[config.mk]
export PLATFORM = sky130hd
export DESIGN_NAME = chroma_smoother_with_gain_follower
export DESIGN_NICKNAME = d
export VERILOG_FILES = /design/src/csgf_pkg.sv /design/src/csgf_front.sv /design/src/csgf_back.sv /design/src/chroma_smoother_with_gain_follower.sv
export VERILOG_INCLUDE_DIRS = /design/src /design/src/src
export SDC_FILE = /design/constraint.sdc
export NUM_CORES = 2
export LEC_CHECK = 0
export BUFFER_PORTS_ARGS = -buffer_cell sky130_fd_sc_hd__buf_4
export CAP_MARGIN = 5
export CORE_MARGIN = 2
export CORE_UTILIZATION = 55
export CTS_CLUSTER_DIAMETER = 60
export DETAILED_ROUTE_END_ITERATION = 6
export MAX_ROUTING_LAYER = met4
export PLACE_DENSITY = 0.78
export SYNTH_ARGS = -nofsm -noshare
export SYNTH_HDL_FRONTEND = slang
export SYNTH_SLANG_ARGS = --single-unit
export TNS_END_PERCENT = 30
[constraint.sdc]
create_clock -name i_clk -period 12.5 [get_ports i_clk]
set_input_delay 3.125 -clock i_clk [delete_from_list [all_inputs] [get_ports i_clk]]
set_output_delay 3.125 -clock i_clk [all_outputs]
set_load 0.05 [all_outputs]
[src/chroma_smoother_with_gain_follower_defines.svh]
// assertion macros for the chroma smoother back rtl
// no dependencies
`ifndef CHROMA_SMOOTHER_WITH_GAIN_FOLLOWER_DEFINES_SVH
`define CHROMA_SMOOTHER_WITH_GAIN_FOLLOWER_DEFINES_SVH

// assert that a implies b on the next cycle
`define CSGF_ASSERT_NEXT(label, clk, rst_n, a, b) \
    label: assert property (@(posedge clk) disable iff (!rst_n) (a) |=> (b)) \
        else $error("assertion failed");

// assert that a implies b in the same cycle
`define CSGF_ASSERT_SAME(label, clk, rst_n, a, b) \
    label: assert property (@(posedge clk) disable iff (!rst_n) (a) |-> (b)) \
        else $error("assertion failed");

`endif

[src/csgf_pkg.sv]
// types and constants for the chroma smoother with gain follower
// no dependencies
`timescale 1ns / 1ps
package csgf_pkg;
    localparam int BIN_COUNT = 12;
    localparam logic [15:0] FOLLOWER_RESET = 16'd9830;
    localparam logic [2:0] REG_SMOOTH = 3'd0;
    localparam logic [2:0] REG_ATTACK = 3'd1;
    localparam logic [2:0] REG_DECAY = 3'd2;
    localparam logic [2:0] REG_FLOOR = 3'd3;
    localparam logic [2:0] REG_SILENCE = 3'd4;

    // one finished frame handed from the front to the back
    typedef struct packed {
        logic [7:0] zone;
        logic       audio;
    } t_frame;

    typedef struct packed {
        logic [15:0] smooth_alpha;
        logic [15:0] attack_alpha;
        logic [15:0] decay_alpha;
        logic [15:0] follower_floor;
        logic [15:0] silence_threshold;
    } t_cfg;

    function automatic logic [15:0] clamp_unit(input logic signed [17:0] v);
        if (v < 0) return 16'd0;
        if (v > 18'sd65535) return 16'hFFFF;
        return v[15:0];
    endfunction
endpackage

[src/csgf_front.sv]
// front: stores the bins of one frame and queues finished frames
// depends on csgf_pkg
`timescale 1ns / 1ps
module csgf_front (
    input  logic                  i_clk,
    input  logic                  i_rst_n,
    input  logic                  i_valid,
    output logic                  o_stall,
    input  logic [7:0]            i_zone,
    input  logic                  i_audio_present,
    input  logic signed [17:0]    i_raw_value,
    input  logic signed [17:0]    i_fallback_value,
    input  logic                  i_last,
    output logic                  o_frm_valid,
    output csgf_pkg::t_frame      o_frm,
    input  logic                  i_frm_take,
    input  logic [3:0]            i_rd_idx,
    output logic signed [17:0]    o_rd_raw,
    output logic signed [17:0]    o_rd_fb
);
    import csgf_pkg::*;

    logic signed [17:0] r_raw [BIN_COUNT];
    logic signed [17:0] r_fb [BIN_COUNT];
    logic [3:0] r_cnt;
    logic r_q_valid;
    t_frame r_q;
    logic acc;

    // one-deep frame queue; bin store is shared, so hold input until the back
    // has finished reading the bins of the waiting frame
    assign o_stall = r_q_valid;
    assign acc = i_valid && !o_stall;
    assign o_frm_valid = r_q_valid;
    assign o_frm = r_q;

    always_ff @(posedge i_clk) begin
        if (acc && r_cnt < 4'(BIN_COUNT)) begin
            r_raw[r_cnt] <= i_raw_value;
            r_fb[r_cnt] <= i_fallback_value;
        end
        o_rd_raw <= r_raw[i_rd_idx];
        o_rd_fb <= r_fb[i_rd_idx];
        if (acc && i_last) begin
            r_q.zone <= i_zone;
            r_q.audio <= i_audio_present;
        end
        if (!i_rst_n) begin
            r_cnt <= '0;
            r_q_valid <= 1'b0;
        end else begin
            if (acc) begin
                if (i_last) r_cnt <= '0;
                else if (r_cnt < 4'(BIN_COUNT)) r_cnt <= r_cnt + 4'd1;
            end
            if (acc && i_last) r_q_valid <= 1'b1;
            else if (i_frm_take) r_q_valid <= 1'b0;
        end
    end
endmodule

[src/csgf_back.sv]
// back: smoothing, follower update and serial divide per frame
// depends on csgf_pkg, csgf_front bin read port, defines header
`timescale 1ns / 1ps
`include "chroma_smoother_with_gain_follower_defines.svh"
module csgf_back #(
    parameter int ZONE_COUNT = 4
) (
    input  logic                  i_clk,
    input  logic                  i_rst_n,
    input  csgf_pkg::t_cfg        i_cfg,
    input  logic                  i_frm_valid,
    input  csgf_pkg::t_frame      i_frm,
    output logic                  o_frm_take,
    output logic [3:0]            o_rd_idx,
    input  logic signed [17:0]    i_rd_raw,
    input  logic signed [17:0]    i_rd_fb,
    output logic                  o_valid,
    input  logic                  i_stall,
    output logic [3:0]            o_bin_index,
    output logic [15:0]           o_level,
    output logic [15:0]           o_follower_level,
    output logic                  o_used_fallback,
    output logic                  o_last_res
);
    import csgf_pkg::*;

    localparam int ZW = (ZONE_COUNT > 1) ? $clog2(ZONE_COUNT) : 1;
    localparam int SD = ZONE_COUNT * BIN_COUNT;
    localparam int SW = $clog2(SD);

    localparam logic [2:0] S_IDLE = 3'd0;
    localparam logic [2:0] S_MAX  = 3'd1;
    localparam logic [2:0] S_SMO  = 3'd2;
    localparam logic [2:0] S_FOL  = 3'd3;
    localparam logic [2:0] S_DIV  = 3'd4;
    localparam logic [2:0] S_OUT  = 3'd5;
    localparam logic [2:0] S_CLR  = 3'd6;

    logic [2:0] r_st;
    logic [3:0] r_i;
    logic [1:0] r_ph;
    logic [5:0] r_dc;
    logic [ZW-1:0] r_z;
    logic r_fb;
    logic signed [17:0] r_rmax;
    logic [15:0] r_fmax;
    logic [15:0] r_f;
    logic [15:0] r_s;
    logic [33:0] r_rem;
    logic [16:0] r_quo;
    logic [15:0] r_fol [ZONE_COUNT];
    logic [15:0] r_sm [SD];
    logic [SW-1:0] r_clr;
    logic [15:0] r_smrd;
    logic [SW-1:0] sm_addr;
    logic [SW-1:0] base;
    logic [32:0] r_p1, r_p2;
    logic [33:0] sum;
    logic [15:0] blend_res;
    logic [15:0] flr;
    logic [16:0] nb;
    logic [15:0] x;
    logic out_rdy;
    logic emit;

    assign base = SW'(r_z) * SW'(BIN_COUNT);
    assign sm_addr = base + SW'(r_i);
    assign o_rd_idx = r_i;
    // the frame is released once its bins are no longer needed
    assign o_frm_take = ((r_st == S_IDLE) && i_frm_valid && !i_frm.audio) ||
                        ((r_st == S_SMO) && (r_ph == 2'd3) && (r_i == 4'(BIN_COUNT - 1)));
    assign sum = {1'b0, r_p1} + {1'b0, r_p2} + 34'd32768;
    assign blend_res = sum[31:16];
    assign flr = (i_cfg.follower_floor == 16'd0) ? 16'd1 : i_cfg.follower_floor;
    assign x = clamp_unit(r_fb ? i_rd_fb : i_rd_raw);
    assign nb = 17'd65536 - {1'b0, (r_fmax > r_f) ? i_cfg.attack_alpha : i_cfg.decay_alpha};
    assign out_rdy = !o_valid || !i_stall;
    assign emit = out_rdy && (((r_st == S_DIV) && (r_ph == 2'd2) && (r_dc == 6'd0)) ||
                              (r_st == S_OUT));

    always_ff @(posedge i_clk) begin
        r_smrd <= r_sm[sm_addr];
        if (r_st == S_CLR) r_sm[r_clr] <= '0;
        else if (r_st == S_SMO && r_ph == 2'd3) r_sm[sm_addr] <= blend_res;

        if (!i_rst_n) begin
            r_st <= S_CLR;
            r_clr <= '0;
            o_valid <= 1'b0;
            for (int k = 0; k < ZONE_COUNT; k++) r_fol[k] <= FOLLOWER_RESET;
        end else begin
            if (emit) o_valid <= 1'b1;
            else if (!i_stall) o_valid <= 1'b0;
            unique case (r_st)
                S_CLR: begin
                    r_clr <= r_clr + SW'(1);
                    if (r_clr == SW'(SD - 1)) r_st <= S_IDLE;
                end
                S_IDLE: if (i_frm_valid) begin
                    r_z <= (i_frm.zone < 8'(ZONE_COUNT)) ? ZW'(i_frm.zone) : '0;
                    r_i <= '0;
                    r_ph <= '0;
                    r_rmax <= '0;
                    r_fmax <= '0;
                    r_st <= i_frm.audio ? S_MAX : S_OUT;
                    r_f <= '0;
                    r_fb <= 1'b0;
                end
                S_MAX: begin
                    // ph0 issues read, ph1 uses registered data
                    if (r_ph == 2'd0) r_ph <= 2'd1;
                    else begin
                        r_ph <= '0;
                        if (i_rd_raw > r_rmax) r_rmax <= i_rd_raw;
                        if (r_i == 4'(BIN_COUNT - 1)) begin
                            r_i <= '0;
                            r_st <= S_SMO;
                            r_fb <= ((i_rd_raw > r_rmax) ? i_rd_raw : r_rmax)
                                    < $signed({2'b00, i_cfg.silence_threshold});
                        end else r_i <= r_i + 4'd1;
                    end
                end
                S_SMO: begin
                    unique case (r_ph)
                        2'd0: r_ph <= 2'd1;
                        2'd1: begin
                            r_p1 <= 33'(r_smrd) * 33'(17'd65536 - {1'b0, i_cfg.smooth_alpha});
                            r_p2 <= {17'd0, x} * {17'd0, i_cfg.smooth_alpha};
                            r_ph <= 2'd2;
                        end
                        2'd2: r_ph <= 2'd3;
                        default: begin
                            r_ph <= '0;
                            if (blend_res > r_fmax) r_fmax <= blend_res;
                            if (r_i == 4'(BIN_COUNT - 1)) begin
                                r_i <= '0;
                                r_st <= S_FOL;
                            end else r_i <= r_i + 4'd1;
                        end
                    endcase
                end
                S_FOL: begin
                    if (r_ph == 2'd0) begin
                        r_f <= r_fol[r_z];
                        r_ph <= 2'd1;
                    end else if (r_ph == 2'd1) begin
                        r_p1 <= 33'(r_f) * 33'(nb);
                        r_p2 <= {17'd0, r_fmax} *
                                {17'd0, (r_fmax > r_f) ? i_cfg.attack_alpha : i_cfg.decay_alpha};
                        r_ph <= 2'd2;
                    end else begin
                        r_f <= (blend_res < flr) ? flr : blend_res;
                        r_fol[r_z] <= (blend_res < flr) ? flr : blend_res;
                        r_ph <= '0;
                        r_st <= S_DIV;
                    end
                end
                S_DIV: begin
                    // restoring divide, one quotient bit a cycle
                    if (r_ph == 2'd0) r_ph <= 2'd1;
                    else if (r_ph == 2'd1) begin
                        r_s <= r_smrd;
                        r_rem <= {2'b0, r_smrd, 16'd0} + {19'd0, r_f[15:1]};
                        r_quo <= '0;
                        r_dc <= 6'd34;
                        r_ph <= 2'd2;
                    end else if (r_dc != 6'd0) begin
                        r_dc <= r_dc - 6'd1;
                        if ((r_rem >> (r_dc - 6'd1)) >= {18'd0, r_f}) begin
                            r_rem <= r_rem - ({18'd0, r_f} << (r_dc - 6'd1));
                            r_quo <= {r_quo[15:0], 1'b1};
                        end else r_quo <= {r_quo[15:0], 1'b0};
                    end else if (out_rdy) begin
                        o_bin_index <= r_i;
                        o_level <= (r_quo[16] || r_s >= r_f) ?
                                   ((r_s >= r_f) ? 16'hFFFF : r_quo[15:0]) : r_quo[15:0];
                        o_follower_level <= r_f;
                        o_used_fallback <= r_fb;
                        o_last_res <= (r_i == 4'(BIN_COUNT - 1));
                        r_ph <= '0;
                        if (r_i == 4'(BIN_COUNT - 1)) r_st <= S_IDLE;
                        else r_i <= r_i + 4'd1;
                    end
                end
                default: begin
                    if (out_rdy) begin
                        o_bin_index <= r_i;
                        o_level <= '0;
                        o_follower_level <= '0;
                        o_used_fallback <= 1'b0;
                        o_last_res <= (r_i == 4'(BIN_COUNT - 1));
                        if (r_i == 4'(BIN_COUNT - 1)) r_st <= S_IDLE;
                        else r_i <= r_i + 4'd1;
                    end
                end
            endcase
        end
    end

    `CSGF_ASSERT_SAME(a_take_state, i_clk, i_rst_n, o_frm_take, r_st == S_IDLE || r_st == S_SMO)
    `CSGF_ASSERT_SAME(a_fol_floor, i_clk, i_rst_n, o_valid && o_follower_level != 16'd0,
        o_follower_level >= flr)
    `CSGF_ASSERT_NEXT(a_hold, i_clk, i_rst_n, o_valid && i_stall,
        o_valid && $stable(o_level) && $stable(o_bin_index))
endmodule

[src/chroma_smoother_with_gain_follower.sv]
// top level: config registers, front bin store and back processing
// depends on csgf_pkg, csgf_front, csgf_back
`timescale 1ns / 1ps
// pacing: a frame of twelve levels is limited by the serial divide per bin and the
// four-phase smoothing per bin; input stalls until smoothing ends
// reset: synchronous active low; then a clear pass over all ZONE_COUNT*12 entries
// of the smoothed-bin memory before the first frame is processed
module chroma_smoother_with_gain_follower #(
    parameter int ZONE_COUNT = 4
) (
    input  logic               i_clk,
    input  logic               i_rst_n,
    input  logic               i_valid,
    output logic               o_stall,
    input  logic [7:0]         i_zone,
    input  logic               i_audio_present,
    input  logic signed [17:0] i_raw_value,
    input  logic signed [17:0] i_fallback_value,
    input  logic               i_last,
    input  logic               i_cfg_valid,
    output logic               o_cfg_ready,
    input  logic [2:0]         i_cfg_index,
    input  logic [15:0]        i_cfg_data,
    output logic               o_valid,
    input  logic               i_stall,
    output logic [3:0]         o_bin_index,
    output logic [15:0]        o_level,
    output logic [15:0]        o_follower_level,
    output logic               o_used_fallback,
    output logic               o_last_res
);
    import csgf_pkg::*;

    t_cfg r_cfg;
    t_frame frm;
    logic frm_valid, frm_take;
    logic [3:0] rd_idx;
    logic signed [17:0] rd_raw, rd_fb;

    assign o_cfg_ready = 1'b1;

    always_ff @(posedge i_clk) begin
        if (!i_rst_n) begin
            r_cfg.smooth_alpha <= 16'd10059;
            r_cfg.attack_alpha <= 16'd10363;
            r_cfg.decay_alpha <= 16'd1188;
            r_cfg.follower_floor <= 16'd2621;
            r_cfg.silence_threshold <= 16'd7;
        end else if (i_cfg_valid) begin
            unique case (i_cfg_index)
                REG_SMOOTH:  r_cfg.smooth_alpha <= i_cfg_data;
                REG_ATTACK:  r_cfg.attack_alpha <= i_cfg_data;
                REG_DECAY:   r_cfg.decay_alpha <= i_cfg_data;
                REG_FLOOR:   r_cfg.follower_floor <= i_cfg_data;
                REG_SILENCE: r_cfg.silence_threshold <= i_cfg_data;
                default: ;
            endcase
        end
    end

    csgf_front u_front (
        .i_clk(i_clk), .i_rst_n(i_rst_n), .i_valid(i_valid), .o_stall(o_stall),
        .i_zone(i_zone), .i_audio_present(i_audio_present),
        .i_raw_value(i_raw_value), .i_fallback_value(i_fallback_value),
        .i_last(i_last), .o_frm_valid(frm_valid), .o_frm(frm),
        .i_frm_take(frm_take), .i_rd_idx(rd_idx), .o_rd_raw(rd_raw), .o_rd_fb(rd_fb)
    );

    csgf_back #(.ZONE_COUNT(ZONE_COUNT)) u_back (
        .i_clk(i_clk), .i_rst_n(i_rst_n), .i_cfg(r_cfg),
        .i_frm_valid(frm_valid), .i_frm(frm), .o_frm_take(frm_take),
        .o_rd_idx(rd_idx), .i_rd_raw(rd_raw), .i_rd_fb(rd_fb),
        .o_valid(o_valid), .i_stall(i_stall), .o_bin_index(o_bin_index),
        .o_level(o_level), .o_follower_level(o_follower_level),
        .o_used_fallback(o_used_fallback), .o_last_res(o_last_res)
    );
endmodule
# == After elaboration in Yosys (flattened, before gate mapping) ==
# Memory sizes are Yosys's and may differ from the RTL's. A register that Yosys moved wholly into a read port is not among the register bits.
# Index checks and enable logic that the tools add are counted.
# Widths: inputs -> output; s select.
# totals
ff_bits,338
ram_bits,1264
input_bits,70
wordCells,288
memories,4
# mem_list
memory,depth,word_bits,rd,rd_ports_with_merged_regs,wr,line,rtl
u_back.r_sm,48,16,1,1,1,csgf_back.sv:52,logic [15:0] r_sm [SD];
u_front.r_fb,12,18,1,1,1,csgf_front.sv:24,logic signed [17:0] r_fb [BIN_COUNT];
u_front.r_raw,12,18,1,1,1,csgf_front.sv:23,logic signed [17:0] r_raw [BIN_COUNT];
u_back.r_fol,4,16,1,1,4,csgf_back.sv:51,logic [15:0] r_fol [ZONE_COUNT];
# op_classes
n_addsub,11
n_mul,5
n_lt_le_gt_ge,11
n_eq_ne,33
n_shift,2
muxes,131
bitwise,3
n_reduce_logical,58
# ops
op,n
$mux 16,25
$mux 32,6
$pmux 16 s2,4
$pmux 32 s2,2
$mux 34,3
$mux 18,4
$mul 16x16->32,2
$mux 4,15
$mux 3,14
$mux 1,36
$pmux 18 s2,1
$ge 34x16->1,1
$shl 16x6->34,1
$shr 34x6->34,1
$sub 34x34->34,1
$add 32x15->33,1
$mul 16x33->32,1
$add 32x16->32 const B,1
$add 32x32->32,1
$gt 16x16->1,2
$mul 16x17->32,1
$reduce_or 16->1,2
$reduce_and 5->1,6
$ne 2x2->1 const B,12
other kinds (55),111

# == Depth between registers and ports, before layout ==
# depth
depth_word,9
mapped_depth,42
mapped_depth_nobuf,39

# == Hierarchy ==
# From an unflattened synthesis, not the netlist that was laid out.
# unflattened
hier_cells,8832
hier_area_um2,108058.6
# modules_own_cells
module,n_inst,cells_per_inst,area_each_um2,seq_area_each_um2
csgf_back,1,7634,86799.5,32541.2
csgf_front,1,898,18141.1,14063.5
chroma_smoother_with_gain_follower,1,300,3118.0,1601.5

# == Worst setup path after synthesis ==
# OpenSTA, ideal clock, no wires.
# synth_timing
kind,register to register
from,register u_back.r_f[3]
to,"register u_back.r_p1[31], data pin"
setup_ns,0.266
arrival_time_ns,9.336
path_slack_ns,2.898
stages_incl_launch_ff,39
path_buffers,3
period_less_slack_ns,9.602
path_cell_list,edfxtp_1 > clkbuf_1 > inv_1 > ha_1 > nand4_1 > a21oi_1 > o31ai_1 > or3_1 > o21ai_0 > a21oi_1 > inv_1 > buf_1 > ha_1 > inv_1 > a211o_1 > nor4_2 > and3_1 > xnor2_1 > (+3 left out) > fa_1 > fa_1 > fa_1 > inv_1 > fa_1 > fa_1 > ha_1 > o21ai_0 > o2bb2a_1 > o311ai_0 > a21oi_1 > o21ai_0 > a311o_1 > a41oi_1 > a21oi_1 > a31oi_1 > xnor2_1 > o21ai_1
# synth_via
elab_chain_len,7
# synth_lines
item,line,rtl
start: declaration,csgf_back.sv:47,logic [15:0] r_f;
start signal: assignment,csgf_back.sv:144,r_f <= r_fol[r_z];
start signal: assignment,csgf_back.sv:152,r_f <= (blend_res < flr) ? flr : blend_res;
$gt 16x16->1,csgf_back.sv:76,"assign nb = 17'd65536 - {1'b0, (r_fmax > r_f) ? i_cfg.attack_alpha : i_cfg.decay_alpha};"
$mux 16,csgf_back.sv:76,
$sub 17x16->17,csgf_back.sv:76,
$mul 16x17->32 *,csgf_back.sv:147,r_p1 <= 33'(r_f) * 33'(nb);
$mux 32 *,csgf_back.sv:146,end else if (r_ph == 2'd1) begin
$mux 32 *,csgf_back.sv:143,if (r_ph == 2'd0) begin
$pmux 32 s2 *,csgf_back.sv:94,unique case (r_st)
end signal: assignment,csgf_back.sv:127,"r_p1 <= 33'(r_smrd) * 33'(17'd65536 - {1'b0, i_cfg.smooth_alpha});"
end signal: assignment,csgf_back.sv:147,
end: declaration,csgf_back.sv:57,"logic [32:0] r_p1, r_p2;"
# Mark *: on every way between the ends. The rest lies on a longest branch, timed or not. The select of a mux whose other input is x is not followed.
# A chain may end at the register's enable or synchronous reset.

# == Worst setup path in the final report ==
# layout_timing
from,register u_back.r_f[14]
to,"register u_back.r_p1[31], data pin"
# Same word-level chain as after synthesis.

==> flow_summary.toml <==
[critical_path]
timing.rr.end = "u_back.r_p1[31]"
slowest_delay_ns = 0.78
reg2reg_setup_slack_ns = 1.06
worst_setup_path_end_kind = "flop"
arrival_ns = 12.00
critPathLaunchType = "flop"
r2r_start = "u_back.r_f[14]"
critPathKind = "flop to flop"
cp_max_fo = 20
crit_top_cell = "fa_1"
cp.required_ns = 13.05
cp_slowest_cell = "edfxtp_1"
ff2ff_path_depth = 34

[yosys]
synth-xor-area-share_pct = 1.68
async_reset_ff_share_pct = 0
yosys_warnings = 0
netlist_instances = 8649
seq_area_frac_synth_pct = 45.2
ys_ff_latch = 1655
ys_top_cells_by_area = "edfxtp_1, fa_1, mux4_2"
synth_edf_count = 1506
synth_nets = 10200
synth_compound_area_share_pct = 5.51
avgSynthCellArea_um2 = 12.3
yosys.area_share.simple_pct = 10.0
synth.top_cell.area_share_pct = 42.4
yosysUniqueCellTypes = 86
muxShareOfSynthArea_pct = 9.64
ys.flop_type = "edfxtp_1"
synth_top_area_cell = "edfxtp_1"
synthAdderAreaFrac_pct = 22.5
post_synth_instance_area_mm2 = 0.107
synth_top_family_by_area = "adder cells"

[global_route]
grt_first_pass_wirelength_mm = 452
grt_max_degree = 161
grt_pass1_vias = 72700
grt.overflow.total = 0
antenna_found_initial = 11
grt_usage_pct = 31.6

[sta]
finClkSkew_ns = 0.0635
finalSetupViolations = 0
setup-tns-final_ns = 0
hold_viol = 0
max_freq_ghz = 0.0874
layout_worst_path_cycle_share_pct = 91.6
relSlewSlack_pct = 15.8
worstMarginPinSlew_ns = 1.26
fin_crit_ns = 11.44
rsz0062_at_grt = "no"
report.final.slew_viol_count = 0

[floorplanning]
pin_count = 111
die_h_um = 444
die_w_um = 444
rows = 161
start_util_pct = 55.3
core-area_mm2 = 0.193
die_area_mm2 = 0.197

[clock_tree]
hold_buffers = 0
clk_pin_slew_worst_paths_ns = 0.06
clock_path_buffers = 3
htreeDepth = 4
ctsRootBufferMaster = "clkbuf_16"
numCtsBuffers = 174
clock_latency_ns = 0.87
cts_setup_buffers = 0
cts_resized = 0
cts_sinks = 1655
cts_tree = "built"

[placed_design]
hpwl_mm = 203
gp_congestion = 0.973
portBuffers = 109
place_area_mm2 = 0.111

[route]
wl_met3_mm = 25.9
met1Wirelength_mm = 114
wl_per_cell_um = 26.2
wl_mm = 299
drtIter0Drc = 7367
antenna_left = 0
dr_wl_met2_mm = 143
drt-vias-per-instance = 6.14
drcViolationCount = 0
routed.top_layer = "met4"
vias = 70100
drtPass1Iterations = 6

[worst_hold_path]
worstHoldPathCells = 2
min-delay-start = "r_cfg[16]"
hp-class = "flop to flop"
min_to = "r_cfg[16]"

[run]
max_cap_violations = 0

[cells_and_area]
nNetsFinal = 10200
drive_gt1_share_pct = 12.5
fin_area_mm2 = 0.117
syn2layout_area_growth_pct = 9.53
fillerInstances = 14500

[run_status]
status = "finished, final reports clean"
-- metrics by stage --
step	std cells	hold WS [ns]	util, %	setup slack, ns
floorplan	8649	0.406	-	2.90
global placement	11100	0.452	57.6	1.39
detailed placement	11100	0.456	57.6	1.20
CTS	11400	0.471	60.6	1.18
global route	11400	0.497	60.6	0.345
finish	11400	0.470	60.6	1.06
-- worst max-delay path by stage --
stage / start / end / slack (ns) / cells past startpoint
4_1_cts: u_back.r_f[14] / u_back.r_p1[31] / 1.18 / 34
3_3_place_gp: u_back.r_f[4] / u_back.r_p1[31] / 1.39 / 34
2_1_floorplan: u_back.r_f[3] / u_back.r_p1[31] / 2.90 / 38
6_report: u_back.r_f[14] / u_back.r_p1[31] / 1.06 / 34
5_1_grt: u_back.r_f[13] / u_back.r_p1[31] / 0.35 / 34
3_5_place_dp: u_back.r_f[14] / u_back.r_p1[31] / 1.20 / 34
-- logic make-up (layout without fill, tap and decap cells) --
group	after synthesis	in the layout
other	1	10
XOR/XNOR	202	202
buffers and inverters	1506	1740
AND/OR/NAND/NOR	2372	2372
multiplexers	537	537
adder cells (fa/ha/maj)	1438	1438
flip-flops	1655	1655
AO/OA/AOI/OAI	938	938
-- synthesized netlist by cell type (7+ instances only) --
cell	n
o22ai_1	15
o21ai_0	239
nor2_1	443
mux2_2	40
dfxtp_1	149
o21a_1	26
buf_1	59
mux4_2	387
and3_1	21
ha_1	634
a21o_1	106
a211o_1	11
and4_1	7
a21oi_1	252
buf_2	22
a41oi_1	7
nor3_1	53
edfxtp_1	1506
a31oi_1	41
nand2_1	1200
or2_2	18
o21bai_1	21
o211a_1	8
nor2b_1	65
xor2_1	71
inv_1	1100
fa_1	804
a211oi_1	40
a21boi_0	58
clkbuf_1	315
nand2b_1	45
nand3b_1	10
or3_1	27
nand3_1	79
and2_1	333
mux2i_1	108
o31ai_1	25
nor4_1	15
or4_1	7
xnor2_1	128
o211ai_1	29
nand4_1	29
-- cell type report --
class | instances | area [µm²] | share of cell area [%]
tap | 2526 | 3160 | 2.71
multi-input combinational | 5488 | 53000 | 45.4
sequential | 1655 | 48200 | 41.3
timing repair buffer | 311 | 2380 | 2.04
inverter | 1104 | 4150 | 3.55
clock buffer | 214 | 4630 | 3.96
antenna | 9 | 22.5 | 0.0193
clock inverter | 111 | 1210 | 1.04
-- critical path, delay by kind of cell, from the launching register on --
kind | cells | cell delay, ns
xor+xnor | 2 | 0.33
fa+ha+maj | 8 | 3.82
buf+inv | 5 | 1.26
compound gates | 12 | 3.04
flops | 1 | 0.78
mux | 1 | 0.43
simple gates | 6 | 1.50
-- registers in the layout, indices dropped and copies added (netlist names), 6 cells and up, named ones only --
register	count
u_back.r_clr	6
u_back.r_p2	32
u_back.r_s	16
u_back.r_smrd	16
u_back.r_p1	32
u_front.r_raw	216
r_cfg	80
u_back.o_level	16
u_back.r_dc	6
u_front.o_rd_fb	18
u_front.o_rd_raw	18
u_back.o_follower_level	16
u_back.r_rmax	18
u_back.r_f	16
u_back.r_fmax	16
u_front.o_frm	9
u_back.r_rem	34
u_front.r_fb	216
u_back.r_sm	768
u_back.r_quo	16
u_back.r_fol	64
-- cell usage in the layout, fill, tap and decap left out, types with 38 or more instances in the layout --
master     Yosys  layout
a211oi_1      40      38
a21boi_0      58      58
a21o_1       106     106
a21oi_1      252     246
a31oi_1       41      41
and2_1       333     320
buf_4          4     307
clkbuf_16      0     175
dfxtp_1      149     149
edfxtp_1    1506    1506
fa_1         804     804
ha_1         634     632
inv_1       1100    1099
mux2_2        40      40
mux2i_1      108     108
mux4_2       387     387
nand2_1     1200    1199
nand2b_1      45      45
nand3_1       79      78
nor2_1       443     423
nor2b_1       65      65
nor3_1        53      52
o21ai_0      239     239
xnor2_1      128     123
xor2_1        71      69
-- per-layer routing --
metal	global-route usage, %	vias up
met1	40.8	35600
met5	-	-
li1	-	29900
met2	49.9	3770
met4	14.0	0
met3	5.05	757
Power is not shown: default switching activity piles up to over one toggle a cycle in this logic, so the estimate is an artifact.
